--- config.mk ---
export PLATFORM = sky130hd
export DESIGN_NAME = gtbp_out_fifo
export DESIGN_NICKNAME = d
export VERILOG_FILES = /design/src/hw/rtl/gtbp_pkg.sv /design/src/hw/rtl/gtbp_out_fifo.sv
export SDC_FILE = /design/constraint.sdc
export NUM_CORES = 1
export LEC_CHECK = 0
export BUFFER_PORTS_ARGS = -buffer_cell sky130_fd_sc_hd__buf_2
export CAP_MARGIN = 20
export CORE_MARGIN = 2
export CORE_UTILIZATION = 40
export DETAILED_ROUTE_END_ITERATION = 12
export GPL_TIMING_DRIVEN = 0
export HOLD_SLACK_MARGIN = 0.08
export MAX_ROUTING_LAYER = met4
export PLACE_DENSITY = 0.58
export SLEW_MARGIN = 30
export SYNTH_ARGS = -nofsm -noshare
export SYNTH_HDL_FRONTEND = slang
export SYNTH_SLANG_ARGS = --single-unit
--- constraint.sdc ---
create_clock -name clk -period 5.3 [get_ports clk]
set_input_delay 0.795 -clock clk [delete_from_list [all_inputs] [get_ports clk]]
set_output_delay 0.795 -clock clk [all_outputs]
set_load 0.1 [all_outputs]
--- src/hw/rtl/gtbp_pkg.sv ---
// Shared types, constants and counter functions of the branch predictor
`timescale 1ns / 1ps
`default_nettype none

package gtbp_pkg;

  typedef enum logic [1:0] {
    MODE_STATIC = 2'd0,
    MODE_GSHARE = 2'd1,
    MODE_TOURNEY = 2'd2,
    MODE_UNUSED = 2'd3
  } mode_t;

  localparam logic KIND_PREDICT = 1'b0;
  localparam logic KIND_TRAIN = 1'b1;

  localparam logic [1:0] CFG_MODE = 2'd0;
  localparam logic [1:0] CFG_GLOBAL_BITS = 2'd1;
  localparam logic [1:0] CFG_LOCAL_BITS = 2'd2;
  localparam logic [1:0] CFG_PC_BITS = 2'd3;

  localparam mode_t MODE_RESET = MODE_GSHARE;
  localparam logic [3:0] GLOBAL_BITS_RESET = 4'd13;
  localparam logic [3:0] LOCAL_BITS_RESET = 4'd10;
  localparam logic [3:0] PC_BITS_RESET = 4'd10;

  localparam logic [1:0] CTR_WEAK_NOT_TAKEN = 2'd1;
  localparam logic [1:0] CHOICE_WEAK_GLOBAL = 2'd2;
  localparam logic [1:0] CTR_MAX = 2'd3;
  localparam logic [1:0] CTR_MIN = 2'd0;

  localparam int FIFO_DEPTH = 4;
  localparam int FIFO_PTR_W = 2;
  localparam int FIFO_CNT_W = 3;
  localparam int CREDIT_W = FIFO_CNT_W + 1;

  function automatic logic [1:0] bump(input logic [1:0] c, input logic up);
    logic [1:0] r;
    r = c;
    if (up) begin
      if (c != CTR_MAX) r = c + 2'd1;
    end else begin
      if (c != CTR_MIN) r = c - 2'd1;
    end
    return r;
  endfunction

  function automatic logic says_taken(input logic [1:0] c);
    return c[1];
  endfunction

endpackage

`default_nettype wire

--- src/hw/rtl/gtbp_out_fifo.sv ---
// Result queue between the predictor pipeline and the output channel
`timescale 1ns / 1ps
`default_nettype none

module gtbp_out_fifo
  import gtbp_pkg::*;
(
  input  wire logic                  clk,
  input  wire logic                  rst,
  input  wire logic                  push,
  input  wire logic                  push_data,
  output logic                       out_valid,
  input  wire logic                  out_ready,
  output logic                       out_data,
  output logic      [FIFO_CNT_W-1:0] count
);

  logic                  slots [FIFO_DEPTH];
  logic [FIFO_PTR_W-1:0] wr_ptr;
  logic [FIFO_PTR_W-1:0] rd_ptr;
  logic                  pop;

  assign out_valid = (count != '0);
  assign out_data  = slots[rd_ptr];
  assign pop       = out_valid && out_ready;

  always_ff @(posedge clk) begin
    if (rst) begin
      wr_ptr <= '0;
      rd_ptr <= '0;
      count  <= '0;
    end else begin
      if (push) wr_ptr <= wr_ptr + 1'b1;
      if (pop) rd_ptr <= rd_ptr + 1'b1;
      priority if (push && !pop) begin
        count <= count + 1'b1;
      end else if (pop && !push) begin
        count <= count - 1'b1;
      end
    end
  end

  always_ff @(posedge clk) begin
    if (push) begin
      slots[wr_ptr] <= push_data;
    end
  end

endmodule

`default_nettype wire

==> impl_metrics.yaml <==
global_route:
  first_global_vias: 368
  grt_max_degree: 9
  grtUsageTotal_pct: 12.4
  use_met3_pct: 6.47
  busiest_layer: "met2"
  met1_usage_pct: 12.2
  grt_first_pass_wirelength_mm: 1.57
  grt.overflow.total: 0
  antenna_found_initial: 0
  grt_use_met2_pct: 20.3
synth:
  yosysSeqAreaShare_pct: 51.0
  synth.avg_cell_area_um2: 12.3
  synthesis.area_um2: 589
  syn_inst: 48
  yosys_warnings: 0
  syn-num-nets: 59
  synth_seq_cells: 13
  ys_types: 18
critical_path:
  slowest_delay_ns: 0.49
  crit_slowest_cell: "or3_2"
  reg2regPathDepth: 7
  crit_start: "count[0]"
  crit_fanout: 6
  cp.arrival_ns: 1.47
  r2r_slack_ns: 3.27
  r2r-end: "count[2]"
  timing.rr.start: "count[0]"
  worst_setup_path_start_kind: "flop"
  end_kind: "output port"
  cp_cell_sequence: "or3_2 -> buf_2"
  required_ns: 4.51
  crit_type: "reg -> out"
outcome:
  status: "finished, final reports clean"
floorplan:
  rows: 13
  core_area_um2: 1330
  initial_core_util_pct: 44.2
  io_pins: 10
  die_area_um2: 1800
  die_h_um: 42.4
  die_w_um: 42.4
timing:
  fmax_mhz: 442
  grt_setup_unrepaired: "no"
  hold_ws_ns: 0.549
  setup_violations: 0
  hold_viol: 0
  tightest_slew_ns: 0.487
  drv_slew: 0
  fin_setup_tns_ns: 0
  setup_slack_ns: 3.04
  finalClockSkew_ns: 0.00276
  period_share_pct: 42.7
  fin_crit_ns: 2.26
  max_slew_margin_pct: 67.7
route:
  totalWireLength_um: 900
  viasPerCell: 4.99
  drt_first_iter_violations: 3
  final_antenna_net_count: 0
  num_vias: 374
  drt-wirelength-per-cell_um: 12.0
  route.detailed.drc: 0
  drtPass1Iterations: 2
clocking:
  cts_tree: "yes"
  cts_root_buffer: "clkbuf_4"
  clk_path_buf_depth: 2
  clkTransAtPathRegs_ns: 0.08
  cts_made_buffers: 3
  post_cts_resized: 0
  post_cts_buffers: 0
  cts_max_level: 1
  clock-sinks: 13
  ctsHoldBuffers: 0
  clock_latency_ns: 0.27
layout:
  final_common_cell: "dfxtp_1"
  drive_above_1_share_pct: 23.3
  nets: 72
  fill_cells: 127
  final_cell_mix: "9 x dfxtp_1, 8 x buf_2, 7 x nor2_1, 5 x ha_1"
  synthToLayoutAreaGrowth_pct: 14.4
  antenna_cells: 0
placed_design:
  post-dp-hpwl_um: 714
  pre_cts_ws_ns: 2.99
  io_buffers: 8
  place_congestion: 0.663
worst_hold_path:
  hp-class: "reg -> reg"
  min_path_cells: 2
  min_from: "rd_ptr[0]"
flow_run:
  drv_cap: 0
[per-stage QoR]
stage,instance area [um^2],cells,util (%)
final,674,75,50.6
after global routing,674,75,50.6
after CTS,674,75,50.6
after detailed placement,648,71,48.6
after global placement,648,71,48.6
after floorplan,589,48,-
[worst max-delay path: cells and delay by family, from the launching register on]
kind,cells,cell delay (ns)
buffers and inverters,1,0.30
DFF,1,0.40
and+or+nand+nor,1,0.49
[worst max-delay path by stage]
stage	end	slack, ns	cells past startpoint
finish	out_valid	3.04	2
global route	out_valid	2.97	2
CTS	out_valid	3.03	2
detailed placement	count[2]	2.99	8
global placement	count[2]	3.02	8
floorplan	out_valid	2.83	1
[logic make-up after synthesis]
kind of cell,share of synthesized area [%]
XOR/XNOR,7.43
adder cells (fa/ha/maj),14.0
AO/OA/AOI/OAI,6.79
AND/OR/NAND/NOR,11.0
flip-flops,51.0
buffers and inverters,2.55
multiplexers,7.22
[area by class of cell]
cell class	count	area [um^2]	area share, %
Clock buffer	4	26.3	3.90
Buffer	1	3.75	0.557
Inverter	3	11.3	1.67
Multi-Input combinational cell	31	274	40.6
Tap cell	15	18.8	2.78
Sequential cell	13	300	44.5
Timing Repair Buffer	8	40.0	5.94
[metal layers]
metal	routed length, um	vias up
li1	-	187
met1	394	178
met2	455	7
met3	40	2
met4	11	0
met5	0	-
[cells in the mapped netlist]
cell | count | area, um^2
o311ai_1 | 1 | 8.76
fa_1 | 1 | 20.0
or3_1 | 1 | 6.26
inv_1 | 3 | 11.3
xor2_1 | 4 | 35.0
o31ai_4 | 1 | 21.3
nor2_1 | 7 | 26.3
or3_2 | 1 | 7.51
ha_1 | 5 | 62.6
o21ai_0 | 1 | 5.00
dfxtp_1 | 9 | 180
clkbuf_1 | 1 | 3.75
edfxtp_1 | 4 | 120
a21oi_1 | 1 | 5.00
mux4_2 | 1 | 22.5
xnor2_1 | 1 | 8.76
mux2i_1 | 2 | 20.0
and2_1 | 4 | 25.0
Power is left out: the tool's default activity adds up to more than one toggle a clock period on the data nets, which glitch-free logic cannot reach.
