File: src/hw/rtl/gtbp_ram.sv
// Single-port-write, single-port-read table memory with registered read data
`timescale 1ns / 1ps
`default_nettype none

module gtbp_ram #(
  parameter int W = 2,
  parameter int AW = 10
) (
  input  wire logic          clk,
  input  wire logic          we,
  input  wire logic [AW-1:0] waddr,
  input  wire logic [W-1:0]  wdata,
  input  wire logic          re,
  input  wire logic [AW-1:0] raddr,
  output logic      [W-1:0]  rdata
);

  logic [W-1:0] mem [2**AW];

  always_ff @(posedge clk) begin
    if (we) begin
      mem[waddr] <= wdata;
    end
    if (re) begin
      rdata <= mem[raddr];
    end
  end

endmodule

`default_nettype wire

File: config.mk
export PLATFORM = sky130hd
export DESIGN_NAME = gtbp_ram
export DESIGN_NICKNAME = d
export VERILOG_FILES = /design/src/hw/rtl/gtbp_ram.sv
export SDC_FILE = /design/constraint.sdc
export NUM_CORES = 2
export LEC_CHECK = 0
export BUFFER_PORTS_ARGS = -buffer_cell sky130_fd_sc_hd__buf_4
export CORE_MARGIN = 5
export CORE_UTILIZATION = 25
export DETAILED_ROUTE_END_ITERATION = 10
export GPL_TIMING_DRIVEN = 0
export PLACE_DENSITY = 0.46
export SETUP_SLACK_MARGIN = 0.02
export SYNTH_ARGS = -nofsm -noshare
export SYNTH_HDL_FRONTEND = slang
export SYNTH_SLANG_ARGS = --single-unit
File: constraint.sdc
create_clock -name clk -period 8.2 [get_ports clk]
set_input_delay 1.64 -clock clk [delete_from_list [all_inputs] [get_ports clk]]
set_output_delay 1.64 -clock clk [all_outputs]
set_load 0.02 [all_outputs]
==> metrics.md <==
| Metric | Value |
|---|---|
| Setup repair after global routing missed its margin | `no` |
| Clock Pin Slew Worst Setup and Hold Paths | `approximately 60 ps` |
| CP most frequent cell | `nand4_1` |
| Sequential area share after synthesis | `around 73%` |
| CP max stage delay | `approximately 1100 ps` |
| Remaining DRCs | `0` |
| Fin. Hold Viols | `0` |
| Fmax achieved | `between 100 and 150 MHz` |
| Final core occ | `about 29%` |
| CTS buffer count | `around 220` |
| Fin. max-slew vios | `around 140` |
| Grt ovf | `0` |
| Drt total wl | `363,000 µm` |
| Die Span Y | `589 µm` |
| WP data arrival | `just over 8000 ps` |
| First-pass DRT Iterations | `8` |
| Clock power share | `approximately two fifths` |
| Fin nets | `roughly 5,000` |
| Setup violators final | `0` |
| Commonest non-fill, non-tap cells in the layout | `edfxtp_1 (2,050), nor2_1 (1,049), mux4_2 (449)` |
| Initial Utilization | `between 20% and 30%` |
| Hpwl dp | `roughly 240,000 µm` |
| Port buffer count | `24` |
| Violations in the final reports | `max-capacitance violations, max-slew violations` |
| Row count | `~210` |
| Vias | `around 51,000` |
| Clock Skew | `between 30 and 40 ps` |
| Worst hold slack | `~960 ps` |
| Pint | `between 15 and 20 mW` |
| Die W | `between 500 and 600 µm` |
| Setup TNS | `0 ps` |
| CTS tree | `yes` |
| Syn_area_per_cell | `17.5 µm²` |
| Hold Startpoint | `re` |
| Synth warnings | `0` |
| Worst path cell trace | `buf_4 -> inv_1 -> buf_2 -> clkbuf_2 -> clkbuf_1 -> clkbuf_1 -> nand3_1 -> nand4_1 -> nand2_1 -> o21ai_0 -> nand4_1 -> nand4_1` |
| Critical path launch point type | `input pin` |
| CTS Buffer Depth | `3` |
| Yosys reg bits | `2,050` |
| Dominant cell type by area after synthesis | `edfxtp_1` |
| Max H-tree Level | `4` |
| Clock tree root driver cell | `clkbuf_16` |
| Total track usage | `between 20% and 30%` |
| Prevailing post-synth register cell | `edfxtp_1` |
| Postcts setup bufs | `0` |
| Reg2Reg Depth | `7` |
| Core area | `about 330,000 µm²` |
| Worst Path Required | `about 9000 ps` |
| Period utilization | `92.1%` |
| Post-CTS resize count | `0` |
| Yosys top cell area share | `73.5%` |
| Initial antenna violation count | `32` |
| Number of flops mapped to enable cells by yosys | `~2,100` |
| Setup CP Type | `input pin to flip-flop` |
| Net Sw Frac | `about 24%` |
| Ys async rst share | `0%` |
| R2R setup slack | `approximately 4000 ps` |
| Hold Path Class | `input pin to flip-flop` |
| Clk_lat worst skew | `880 ps` |
| Synthesis-to-layout area growth | `16.1%` |
| Final Wtd Congestion | `between 0.9 and 1` |
| Slew headroom | `-9.83%` |
| Largest net degree at the start of global routing | `~170` |
| Pwr/cell area | `~230 nW/µm²` |
| CTS sink count | `2,050` |
| Max-cap viol count | `17` |
| Min cycle time layout | `7550 ps` |
| Synthesized area | `roughly 84,000 µm²` |
| Status | `finished, violations left` |
| Actual slew at the worst max-slew pin | `~1600 ps` |
| Worst r2r src | `mem[795][0]$_DFFE_PP_` |
| Full die area | `about 350,000 µm²` |
| Routed Antenna Nets | `0` |
| Syn_nets | `4,818` |
| Peak VDD IR | `roughly 170 µV` |
| Combinational share of power | `6.9%` |
| Num ports | `27` |
| Per-cell routed wire length | `about 38 µm` |
| CP Max Fanout | `10` |
| Capturing point of the worst reg2reg path | `rdata[0]$_DFFE_PP_` |
| Vias in the first global route | `between 40,000 and 50,000` |
| Via density | `around 5.3` |
| Leakage dissipation | `29.0 nW` |
| P_sw | `between 5 and 6 mW` |
| Sequential power share | `between 50% and 60%` |
| CTS Hold Buffers Added | `0` |
| Worst Hold Depth | `1` |
| Commonest non-fill, non-tap cell in the layout | `edfxtp_1` |
| CP max-delay cell | `clkbuf_1` |
| Wire length of the first global-routing pass | `around 470,000 µm` |
| DR iter-0 viols | `8,730` |
| Cells after Synth | `approximately 4,800` |
| Synth cell types | `65` |
| Hold-critical path endpoint | `rdata[0]$_DFFE_PP_` |
| Worst setup EP type | `flip-flop` |
| Layout cells sized above 1 | `between 10% and 20%` |
| Synth area leaders | `edfxtp_1 (73%), mux4_2 (12%), nor2_1 (4.7%)` |
==> sequential cells by signal, summed over array words and instances (netlist names) <==
| name | flops |
|---|---|
| rdata | 2 |
| mem | 2048 |
==> synthesized netlist by cell type, drive strengths merged (3+ instances only) <==
cell / number
o311ai: 4
o22ai: 45
a311oi: 3
nand3b: 4
a221oi: 13
nor3b: 10
and3: 8
or2: 3
edfxtp: 2050
nand2b: 8
nand3: 39
a31oi: 7
nor4: 10
nand2: 96
nor4b: 3
buf: 157
a211oi: 13
nor3: 45
or4b: 3
clkbuf: 239
mux4: 449
a21oi: 70
nor2b: 13
mux2: 10
nand4: 13
a22o: 13
o31ai: 5
inv: 5
mux2i: 205
and2: 6
a22oi: 45
o221ai: 83
nor2: 1054
a2111oi: 3
o21ai: 36
==> stage by stage <==
step                cell area [µm²]  std cells  worst slack [ps]  power (mW)
floorplan                     83800       4793              4060        12.4
CTS                           97300       9653               952        22.5
detailed placement            90700       9247             -10.8        13.3
global route                  97300       9654               940        23.0
finish                        97300       9665               649        22.5
global placement              89400       9204             -2390        13.3
==> power groups by stage <==
stage	combinational [mW]	sequential, mW	clock (mW)
2_1_floorplan	0.602	11.8	0
3_3_place_gp	1.46	11.9	0
3_5_place_dp	1.51	11.8	0
4_1_cts	1.51	11.5	9.48
5_1_grt	1.55	11.5	9.92
6_report	1.55	11.5	9.41
==> kinds of logic (layout without fill, tap and decap cells) <==
| kind of cell | Yosys count | count (layout) | share of synthesized area [%] |
|---|---|---|---|
| flops | 2050 | 2050 | 73.5 |
| other cells | 0 | 12 | 0 |
| compound gates | 353 | 353 | 2.98 |
| mux | 664 | 664 | 14.7 |
| buf+inv | 402 | 875 | 2.49 |
| simple gates | 1324 | 1324 | 6.40 |
==> worst max-delay path by stage <==
stage | start | endpoint | depth (start not counted) | slack (ps)
4_1_cts | raddr[2] | rdata[0]$_DFFE_PP_ | 12 | 950
3_5_place_dp | raddr[2] | rdata[0]$_DFFE_PP_ | 12 | -10
3_3_place_gp | wdata[1] | mem[649][1]$_DFFE_PP_ | 1 | -2390
2_1_floorplan | raddr[0] | rdata[1]$_DFFE_PP_ | 12 | 4060
6_report | raddr[2] | rdata[0]$_DFFE_PP_ | 12 | 650
5_1_grt | raddr[2] | rdata[0]$_DFFE_PP_ | 12 | 940
==> layout make-up <==
cell class	count	area [µm²]
Sequential cell	2050	61600
Multi-Input combinational cell	2341	20200
Timing Repair Buffer	67	1200
Clock buffer	281	5780
Inverter	6	22.5
Buffer	396	2210
Clock inverter	125	837
Fill cell	33139	236000
Antenna cell	12	30.0
Tap cell	4387	5490
==> critical path, delay by kind of cell <==
kind                   cells  cell delay, ps
AND/OR/NAND/NOR            5            1540
AO/OA/AOI/OAI              1             560
buffers and inverters      6            4270
==> layer usage <==
metal  up-vias  part of all wire [%]  global-route usage [%]  routed length, µm
met4        10                   5.5                    9.31              20100
met2      3397                    44                    31.2             162000
met5         -                 0.017                       0                 63
li1      19519                     -                       -                  -
met1     27594                    40                    27.0             144000
met3       718                    10                    5.29              37600
Power figures use the tool's default switching activity.
